File: src/rtl/gstw_pkg.sv
// Package for the grid segment tile walk: transaction payload types, control
// and status structs, controller states and fixed constants.
// Depends on nothing; every other file of the block uses it.
package gstw_pkg;

   localparam int unsigned COORD_IN_W = 16;
   localparam int unsigned TILE_W     = 5;
   localparam int unsigned MAX_TILES  = 63;
   localparam int unsigned CNT_W      = $clog2(MAX_TILES + 1);

   typedef struct packed {
      logic [COORD_IN_W-1:0] start_x;
      logic [COORD_IN_W-1:0] start_y;
      logic [COORD_IN_W-1:0] end_x;
      logic [COORD_IN_W-1:0] end_y;
   } gstw_req_type;

   typedef struct packed {
      logic [TILE_W-1:0] tile_x;
      logic [TILE_W-1:0] tile_y;
      logic              last_tile;
   } gstw_rsp_type;

   typedef struct packed {
      logic load;
      logic mult;
      logic step;
   } gstw_cmd_type;

   typedef struct packed {
      logic same_tile;
      logic reach_goal;
   } gstw_status_type;

   typedef enum logic [1:0] {
      GSTW_IDLE,
      GSTW_MULT,
      GSTW_WALK
   } gstw_state_type;

endpackage

File: src/rtl/gstw_datapath.sv
// Datapath of the grid segment tile walk: tile registers, boundary crossing
// accumulators and the registered result.
// Depends on gstw_pkg; driven by gstw_controller commands.
module gstw_datapath #(
   parameter int unsigned GRID_BITS = 5,
   parameter int unsigned FRAC_BITS = 11
) (
   input  logic                     clock,
   input  logic                     reset,
   input  gstw_pkg::gstw_req_type   req_data,
   input  gstw_pkg::gstw_cmd_type   cmd,
   output gstw_pkg::gstw_status_type status,
   output logic                     rsp_strobe,
   output gstw_pkg::gstw_rsp_type   rsp_data
);

   localparam int unsigned COORD_W = GRID_BITS + FRAC_BITS;
   localparam int unsigned DIST_W  = FRAC_BITS + 1;
   localparam int unsigned MUL_W   = DIST_W + COORD_W;
   localparam int unsigned PROD_W  = 2 * COORD_W + 1;
   localparam logic [DIST_W-1:0] TILE_SIZE = DIST_W'(1) << FRAC_BITS;

   logic [31:0]          x0_wide, y0_wide, x1_wide, y1_wide;
   logic [COORD_W-1:0]   x0, y0, x1, y1;
   logic [GRID_BITS-1:0] col0, row0, col1, row1;
   logic                 x_up, x_down, y_up, y_down;

   logic [GRID_BITS-1:0] cur_col_ff, cur_col_in, cur_row_ff, cur_row_in;
   logic [GRID_BITS-1:0] goal_col_ff, goal_col_in, goal_row_ff, goal_row_in;
   logic [DIST_W-1:0]    dist_x_ff, dist_x_in, dist_y_ff, dist_y_in;
   logic [COORD_W-1:0]   adx_ff, adx_in, ady_ff, ady_in;
   logic                 x_down_ff, x_down_in, y_down_ff, y_down_in;
   logic [PROD_W-1:0]    tx_ff, tx_in, ty_ff, ty_in;
   logic [MUL_W-1:0]     prod_x, prod_y;
   logic                 rsp_strobe_ff, rsp_strobe_in;
   gstw_pkg::gstw_rsp_type rsp_data_ff, rsp_data_in;

   logic                 x_done, y_done, move_x, move_y;
   logic [GRID_BITS-1:0] step_col, step_row;

   assign x0_wide = 32'(req_data.start_x);
   assign y0_wide = 32'(req_data.start_y);
   assign x1_wide = 32'(req_data.end_x);
   assign y1_wide = 32'(req_data.end_y);
   assign x0 = x0_wide[COORD_W-1:0];
   assign y0 = y0_wide[COORD_W-1:0];
   assign x1 = x1_wide[COORD_W-1:0];
   assign y1 = y1_wide[COORD_W-1:0];
   assign col0 = x0[COORD_W-1:FRAC_BITS];
   assign row0 = y0[COORD_W-1:FRAC_BITS];
   assign col1 = x1[COORD_W-1:FRAC_BITS];
   assign row1 = y1[COORD_W-1:FRAC_BITS];
   assign x_up   = x1 > x0;
   assign x_down = x1 < x0;
   assign y_up   = y1 > y0;
   assign y_down = y1 < y0;

   assign prod_x = dist_x_ff * ady_ff;
   assign prod_y = dist_y_ff * adx_ff;

   assign x_done = cur_col_ff == goal_col_ff;
   assign y_done = cur_row_ff == goal_row_ff;
   assign move_x = !x_done && (y_done || tx_ff <= ty_ff);
   assign move_y = !y_done && (x_done || ty_ff <= tx_ff);

   always_comb begin
      if (!move_x) begin
         step_col = cur_col_ff;
      end else if (x_down_ff) begin
         step_col = cur_col_ff - GRID_BITS'(1);
      end else begin
         step_col = cur_col_ff + GRID_BITS'(1);
      end
      if (!move_y) begin
         step_row = cur_row_ff;
      end else if (y_down_ff) begin
         step_row = cur_row_ff - GRID_BITS'(1);
      end else begin
         step_row = cur_row_ff + GRID_BITS'(1);
      end
   end

   assign status.same_tile  = (col0 == col1) && (row0 == row1);
   assign status.reach_goal = (step_col == goal_col_ff) && (step_row == goal_row_ff);

   always_comb begin
      cur_col_in    = cur_col_ff;
      cur_row_in    = cur_row_ff;
      goal_col_in   = goal_col_ff;
      goal_row_in   = goal_row_ff;
      dist_x_in     = dist_x_ff;
      dist_y_in     = dist_y_ff;
      adx_in        = adx_ff;
      ady_in        = ady_ff;
      x_down_in     = x_down_ff;
      y_down_in     = y_down_ff;
      tx_in         = tx_ff;
      ty_in         = ty_ff;
      rsp_strobe_in = 1'b0;
      rsp_data_in   = rsp_data_ff;
      priority if (cmd.load) begin
         cur_col_in  = col0;
         cur_row_in  = row0;
         goal_col_in = col1;
         goal_row_in = row1;
         x_down_in   = x_down;
         y_down_in   = y_down;
         adx_in      = x_up ? (x1 - x0) : (x0 - x1);
         ady_in      = y_up ? (y1 - y0) : (y0 - y1);
         if (x_up) begin
            dist_x_in = TILE_SIZE - DIST_W'(x0[FRAC_BITS-1:0]);
         end else if (x_down) begin
            dist_x_in = DIST_W'(x0[FRAC_BITS-1:0]);
         end else begin
            dist_x_in = '0;
         end
         if (y_up) begin
            dist_y_in = TILE_SIZE - DIST_W'(y0[FRAC_BITS-1:0]);
         end else if (y_down) begin
            dist_y_in = DIST_W'(y0[FRAC_BITS-1:0]);
         end else begin
            dist_y_in = '0;
         end
         rsp_strobe_in         = 1'b1;
         rsp_data_in.tile_x    = gstw_pkg::TILE_W'(col0);
         rsp_data_in.tile_y    = gstw_pkg::TILE_W'(row0);
         rsp_data_in.last_tile = status.same_tile;
      end else if (cmd.mult) begin
         tx_in = PROD_W'(prod_x);
         ty_in = PROD_W'(prod_y);
      end else if (cmd.step) begin
         cur_col_in = step_col;
         cur_row_in = step_row;
         if (move_x) begin
            tx_in = tx_ff + (PROD_W'(ady_ff) << FRAC_BITS);
         end
         if (move_y) begin
            ty_in = ty_ff + (PROD_W'(adx_ff) << FRAC_BITS);
         end
         rsp_strobe_in         = 1'b1;
         rsp_data_in.tile_x    = gstw_pkg::TILE_W'(step_col);
         rsp_data_in.tile_y    = gstw_pkg::TILE_W'(step_row);
         rsp_data_in.last_tile = status.reach_goal;
      end else begin
         rsp_strobe_in = 1'b0;
      end
   end

   always_ff @(posedge clock) begin
      if (reset) begin
         rsp_strobe_ff <= 1'b0;
      end else begin
         rsp_strobe_ff <= rsp_strobe_in;
      end
   end

   always_ff @(posedge clock) begin
      cur_col_ff  <= cur_col_in;
      cur_row_ff  <= cur_row_in;
      goal_col_ff <= goal_col_in;
      goal_row_ff <= goal_row_in;
      dist_x_ff   <= dist_x_in;
      dist_y_ff   <= dist_y_in;
      adx_ff      <= adx_in;
      ady_ff      <= ady_in;
      x_down_ff   <= x_down_in;
      y_down_ff   <= y_down_in;
      tx_ff       <= tx_in;
      ty_ff       <= ty_in;
      rsp_data_ff <= rsp_data_in;
   end

   assign rsp_strobe = rsp_strobe_ff;
   assign rsp_data   = rsp_data_ff;

   a_step_not_at_goal: assert property (@(posedge clock) disable iff (reset)
      cmd.step |-> (!x_done || !y_done))
      else $error("Walk step issued while already at the goal tile.");

   a_step_moves: assert property (@(posedge clock) disable iff (reset)
      cmd.step |-> (move_x || move_y))
      else $error("Walk step made no progress.");

   a_emit_follows_cmd: assert property (@(posedge clock) disable iff (reset)
      (cmd.load || cmd.step) |=> rsp_strobe_ff)
      else $error("Tile was not emitted after a load or step.");

endmodule

File: src/rtl/gstw_controller.sv
// Controller of the grid segment tile walk: state machine and tile counter
// that sequence load, crossing setup and walk steps.
// Depends on gstw_pkg; commands gstw_datapath.
module gstw_controller (
   input  logic                      clock,
   input  logic                      reset,
   input  logic                      start,
   output logic                      busy,
   input  gstw_pkg::gstw_status_type status,
   output gstw_pkg::gstw_cmd_type    cmd
);

   gstw_pkg::gstw_state_type state_ff, state_in;
   logic [gstw_pkg::CNT_W-1:0] count_ff, count_in;

   always_ff @(posedge clock) begin
      if (reset) begin
         state_ff <= gstw_pkg::GSTW_IDLE;
         count_ff <= '0;
      end else begin
         state_ff <= state_in;
         count_ff <= count_in;
      end
   end

   always_comb begin
      state_in = state_ff;
      count_in = count_ff;
      cmd      = '0;
      busy     = state_ff != gstw_pkg::GSTW_IDLE;
      unique case (state_ff)
         gstw_pkg::GSTW_IDLE: begin
            if (start) begin
               cmd.load = 1'b1;
               count_in = gstw_pkg::CNT_W'(1);
               if (!status.same_tile) begin
                  state_in = gstw_pkg::GSTW_MULT;
               end
            end
         end
         gstw_pkg::GSTW_MULT: begin
            cmd.mult = 1'b1;
            state_in = gstw_pkg::GSTW_WALK;
         end
         gstw_pkg::GSTW_WALK: begin
            cmd.step = 1'b1;
            count_in = count_ff + gstw_pkg::CNT_W'(1);
            if (status.reach_goal ||
                count_ff == gstw_pkg::CNT_W'(gstw_pkg::MAX_TILES - 1)) begin
               state_in = gstw_pkg::GSTW_IDLE;
            end
         end
         default: begin
            state_in = gstw_pkg::GSTW_IDLE;
         end
      endcase
   end

   a_count_bound: assert property (@(posedge clock) disable iff (reset)
      (state_ff == gstw_pkg::GSTW_WALK) |->
         (count_ff < gstw_pkg::CNT_W'(gstw_pkg::MAX_TILES)))
      else $error("Tile count passed its bound.");

   a_mult_then_walk: assert property (@(posedge clock) disable iff (reset)
      (state_ff == gstw_pkg::GSTW_MULT) |=> (state_ff == gstw_pkg::GSTW_WALK))
      else $error("Crossing setup was not followed by the walk.");

   a_one_cmd: assert property (@(posedge clock) disable iff (reset)
      $onehot0({cmd.load, cmd.mult, cmd.step}))
      else $error("More than one datapath command at once.");

endmodule

File: src/rtl/grid_segment_tile_walk.sv
// Grid segment tile walk top level: controller plus datapath, depends on gstw_pkg.
// The start tile appears on the strobe in the cycle after the transaction is accepted.
// A walk passes the crossing setup state, then gives one further tile per cycle on the strobe.
// busy is high through the setup and walk states; a single-tile item never raises it.
// A new item is taken only once the last is done and the block is idle; a walk gives at most 63 tiles.
// Synchronous reset returns the controller to idle; results cannot be stalled.
module grid_segment_tile_walk #(
   parameter int unsigned GRID_BITS = 5,
   parameter int unsigned FRAC_BITS = 11
) (
   input  logic                   clock,
   input  logic                   reset,
   input  logic                   start,
   output logic                   busy,
   input  gstw_pkg::gstw_req_type req_data,
   output logic                   rsp_strobe,
   output gstw_pkg::gstw_rsp_type rsp_data
);

   gstw_pkg::gstw_cmd_type    cmd;
   gstw_pkg::gstw_status_type status;

   gstw_controller u_controller (
      .clock  (clock),
      .reset  (reset),
      .start  (start),
      .busy   (busy),
      .status (status),
      .cmd    (cmd)
   );

   gstw_datapath #(
      .GRID_BITS (GRID_BITS),
      .FRAC_BITS (FRAC_BITS)
   ) u_datapath (
      .clock      (clock),
      .reset      (reset),
      .req_data   (req_data),
      .cmd        (cmd),
      .status     (status),
      .rsp_strobe (rsp_strobe),
      .rsp_data   (rsp_data)
   );

endmodule

File: config.mk
export PLATFORM = sky130hd
export DESIGN_NAME = grid_segment_tile_walk
export DESIGN_NICKNAME = d
export VERILOG_FILES = /design/src/rtl/gstw_pkg.sv /design/src/rtl/gstw_datapath.sv /design/src/rtl/gstw_controller.sv /design/src/rtl/grid_segment_tile_walk.sv
export SDC_FILE = /design/constraint.sdc
export NUM_CORES = 1
export LEC_CHECK = 0
export ABC_AREA = 0
export BUFFER_PORTS_ARGS = -buffer_cell sky130_fd_sc_hd__buf_2
export CORE_UTILIZATION = 59
export DETAILED_ROUTE_END_ITERATION = 8
export PLACE_DENSITY = 0.79
export SETUP_SLACK_MARGIN = 0.05
export SLEW_MARGIN = 20
export SYNTH_ARGS = -nofsm -noshare
export SYNTH_HDL_FRONTEND = slang
export SYNTH_SLANG_ARGS = --single-unit
File: constraint.sdc
create_clock -name clock -period 5.6 [get_ports clock]
set_input_delay 0 -clock clock [delete_from_list [all_inputs] [get_ports clock]]
set_output_delay 0 -clock clock [all_outputs]
set_load 0.05 [all_outputs]
==> flow_summary.yaml <==
run_status:
  status: "complete, but fails checks"
  failed_checks: "setup timing"
yosys:
  synth_cell_types: 77
  synth_top_cell_by_area: "fa_1"
  synthTopCellsByArea: "fa_1 24%, edfxtp_1 18%, ha_1 14%, inv_1 7.7%, nand2_1 5.6%"
  netlist_area_um2: 24100
  syn-num-nets: 3357
  yosys_most_used_dff: "edfxtp_1"
  synth_top_cell_area_share_pct: 23.9
  synth-seq-area-share_pct: 18.8
  async_reset_ff_share_pct: 0
  synth.avg_cell_area_um2: 8.83
  yosys_warnings: 0
  synth_edf_count: 145
  synth-seq-cells: 154
  netlist_instances: 2729
final_layout:
  layout_common_cells: "484 x inv_1, 351 x nand2_1, 279 x fa_1"
  layout_commonest_cell: "inv_1"
  final_util_pct: 69.9
  design_area_um2: 28000
  fillerInstances: 2971
  antenna_cells: 0
  nets: 3610
  syn2layout_area_growth_pct: 16.0
  instances_no_fill: 3520
  layout-drive-gt1-share_pct: 14.6
sta:
  fin_crit_sh_pct: 102
  drv_slew: 0
  max-slew-margin-rel_pct: 25.5
  hold_violations: 0
  setup_viol: 8
  skew_ps: 13.6
  grt_setup_unrepaired: "true"
  fmax_mhz: 175
  min_period_ps: 5730
  setup_slack_ps: -129
  tightest_slew_ps: 1110
floorplan:
  coreArea_um2: 40000
  initial_utilization_pct: 60.3
  die_w_um: 204
  dieArea_um2: 41700
  io_pins: 80
  dieHeight_um: 204
  rows: 73
grt:
  grt_use_met3_pct: 5.42
  met1_usage_pct: 38.6
  grt_pass1_wl_um: 103000
  grt_antenna_before_repair: 0
  grtUsageTotal_pct: 31.6
  grt.busiest_layer: "met2"
  grt_max_degree: 79
  grt_use_met2_pct: 55.7
  grt_pass1_vias: 20800
  grt_overflow_total: 0
critical_path:
  cp_max_fo: 3
  crit_type: "reg2reg"
  endpoint_kind: "flop"
  startpoint_type: "flop"
  cp.arrival_ps: 5910
  worstPathRequired_ps: 5780
routing:
  wl_um: 65200
  first_pass_iters: 7
  drt_iter0_drc: 1428
  wl_per_cell_um: 18.5
  vias: 20200
  viasPerCell: 5.75
  drc: 0
  drtAntennaViolNets: 0
cts:
  cts_htree_levels: 4
  numCtsBuffers: 17
  cts_tree: "yes"
  clockRootBuffer: "clkbuf_16"
  clkSlewWorstSetupHoldPaths_ps: 80
  clkSinkCount: 154
  clk_latency_ps: 460
  ctsLongestPathBuffers: 2
placed_design:
  portBuffers: 79
  place.gp.congestion: 0.943
  dp_cells: 3402
  dpl_cell_area_um2: 26100
  hpwlAfterDp_um: 51300
hold_path:
  hold_path_class: "in2reg"
flow_run:
  maxCapViolCount: 0
[kinds of logic after synthesis]
family / Yosys count / share of synthesized area, %
simple gates: 822 / 16.1
mux: 36 / 1.53
fa+ha+maj: 561 / 38.1
compound gates: 430 / 11.3
xor+xnor: 136 / 4.94
flops: 154 / 18.8
buf+inv: 590 / 9.33
[critical path: stages (launching register included)]
cell and delay [ps]:
edfxtp_1 430, buf_6 150, nand2_4 60, fa_1 450, fa_1 490, fa_1 490
inv_1 50, fa_1 490, inv_2 40, fa_1 470, inv_1 50, ha_2 170
or3_4 390, a211oi_4 190, or3_4 180, a31oi_4 110, o41a_1 460, a311o_1 390
a21oi_2 130, xor2_1 160, o22ai_1 100
[layout make-up]
type	instances	area, um2	share of cell area (%)
well taps	525	657	2.35
repair buffers	328	2520	9.01
clock inverters	15	168	0.600
clock buffers	17	425	1.52
multi-input cells	1985	17800	63.6
flip-flops and latches	154	4530	16.2
inverters	496	1860	6.66
[metrics by stage]
stage | setup slack, ps | hold slack [ps] | setup TNS [ps]
2_1_floorplan | 39.7 | 69.1 | 0
3_3_place_gp | -266 | 207 | -1650
3_5_place_dp | -354 | 213 | -2560
4_1_cts | -89.3 | 4.10 | -172
5_1_grt | -306 | 19.6 | -2840
6_report | -129 | 32.7 | -596
[what timing repair did]
| item | CTS | global route |
|---|---|---|
| resized for setup | 65 | 65 |
| setup buffers | 37 | 20 |
| endpoints found under the setup margin | 19 | 23 |
| gates cloned | 0 | 0 |
| pin swaps | 68 | 77 |
| endpoints found under the hold margin | 34 | 0 |
| hold buffers | 31 | 0 |
[synthesized netlist by cell type (all sizes together), types with 5 or more instances]
cell type,number
inv,495
nand2,361
fa,288
ha,273
edfxtp,145
and2,144
nor2,131
a21oi,123
o21ai,113
xnor2,86
clkbuf,82
a21o,61
xor2,50
nand3,36
mux2i,33
nor3,29
or3,25
nand2b,21
nand4,20
nor2b,17
a211oi,13
and3,13
buf,12
o21bai,11
o31ai,11
a2111oi,10
a31oi,10
a21boi,9
dfxtp,9
o21a,9
nor4,8
o211ai,8
a221oi,5
and4,5
o22ai,5
[layer usage]
layer	routed length (um)	part of all wire, %
met1	25500	39
met2	32300	50
met3	4900	7.5
met4	2410	3.7
met5	0	0
[state kept, by name (all words and copies together), names as in the netlist, 2 cells and up]
signal / count
u_datapath.ady_ff: 16
u_datapath.cur_col_ff: 5
u_controller.state_ff: 2
u_datapath.cur_row_ff: 5
u_datapath.tx_ff: 33
u_datapath.dist_x_ff: 12
u_datapath.adx_ff: 16
u_datapath.ty_ff: 33
u_controller.count_ff: 6
u_datapath.dist_y_ff: 12
u_datapath.goal_col_ff: 5
u_datapath.goal_row_ff: 5
[path summary, 6_finish.rpt]
check                           start                        to  slack, ps  cells past startpoint
min                      req_data[34]   u_datapath.dist_y_ff[2]         30                      3
max reg2reg      u_datapath.ady_ff[7]      u_datapath.tx_ff[25]       -130                     20
max              u_datapath.ady_ff[7]      u_datapath.tx_ff[25]       -130                     20
min reg2reg  u_controller.count_ff[5]  u_controller.count_ff[5]        520                      2
Power is left out: the tool's default activity adds up to more than one toggle a clock period on the data nets, which glitch-free logic cannot reach.
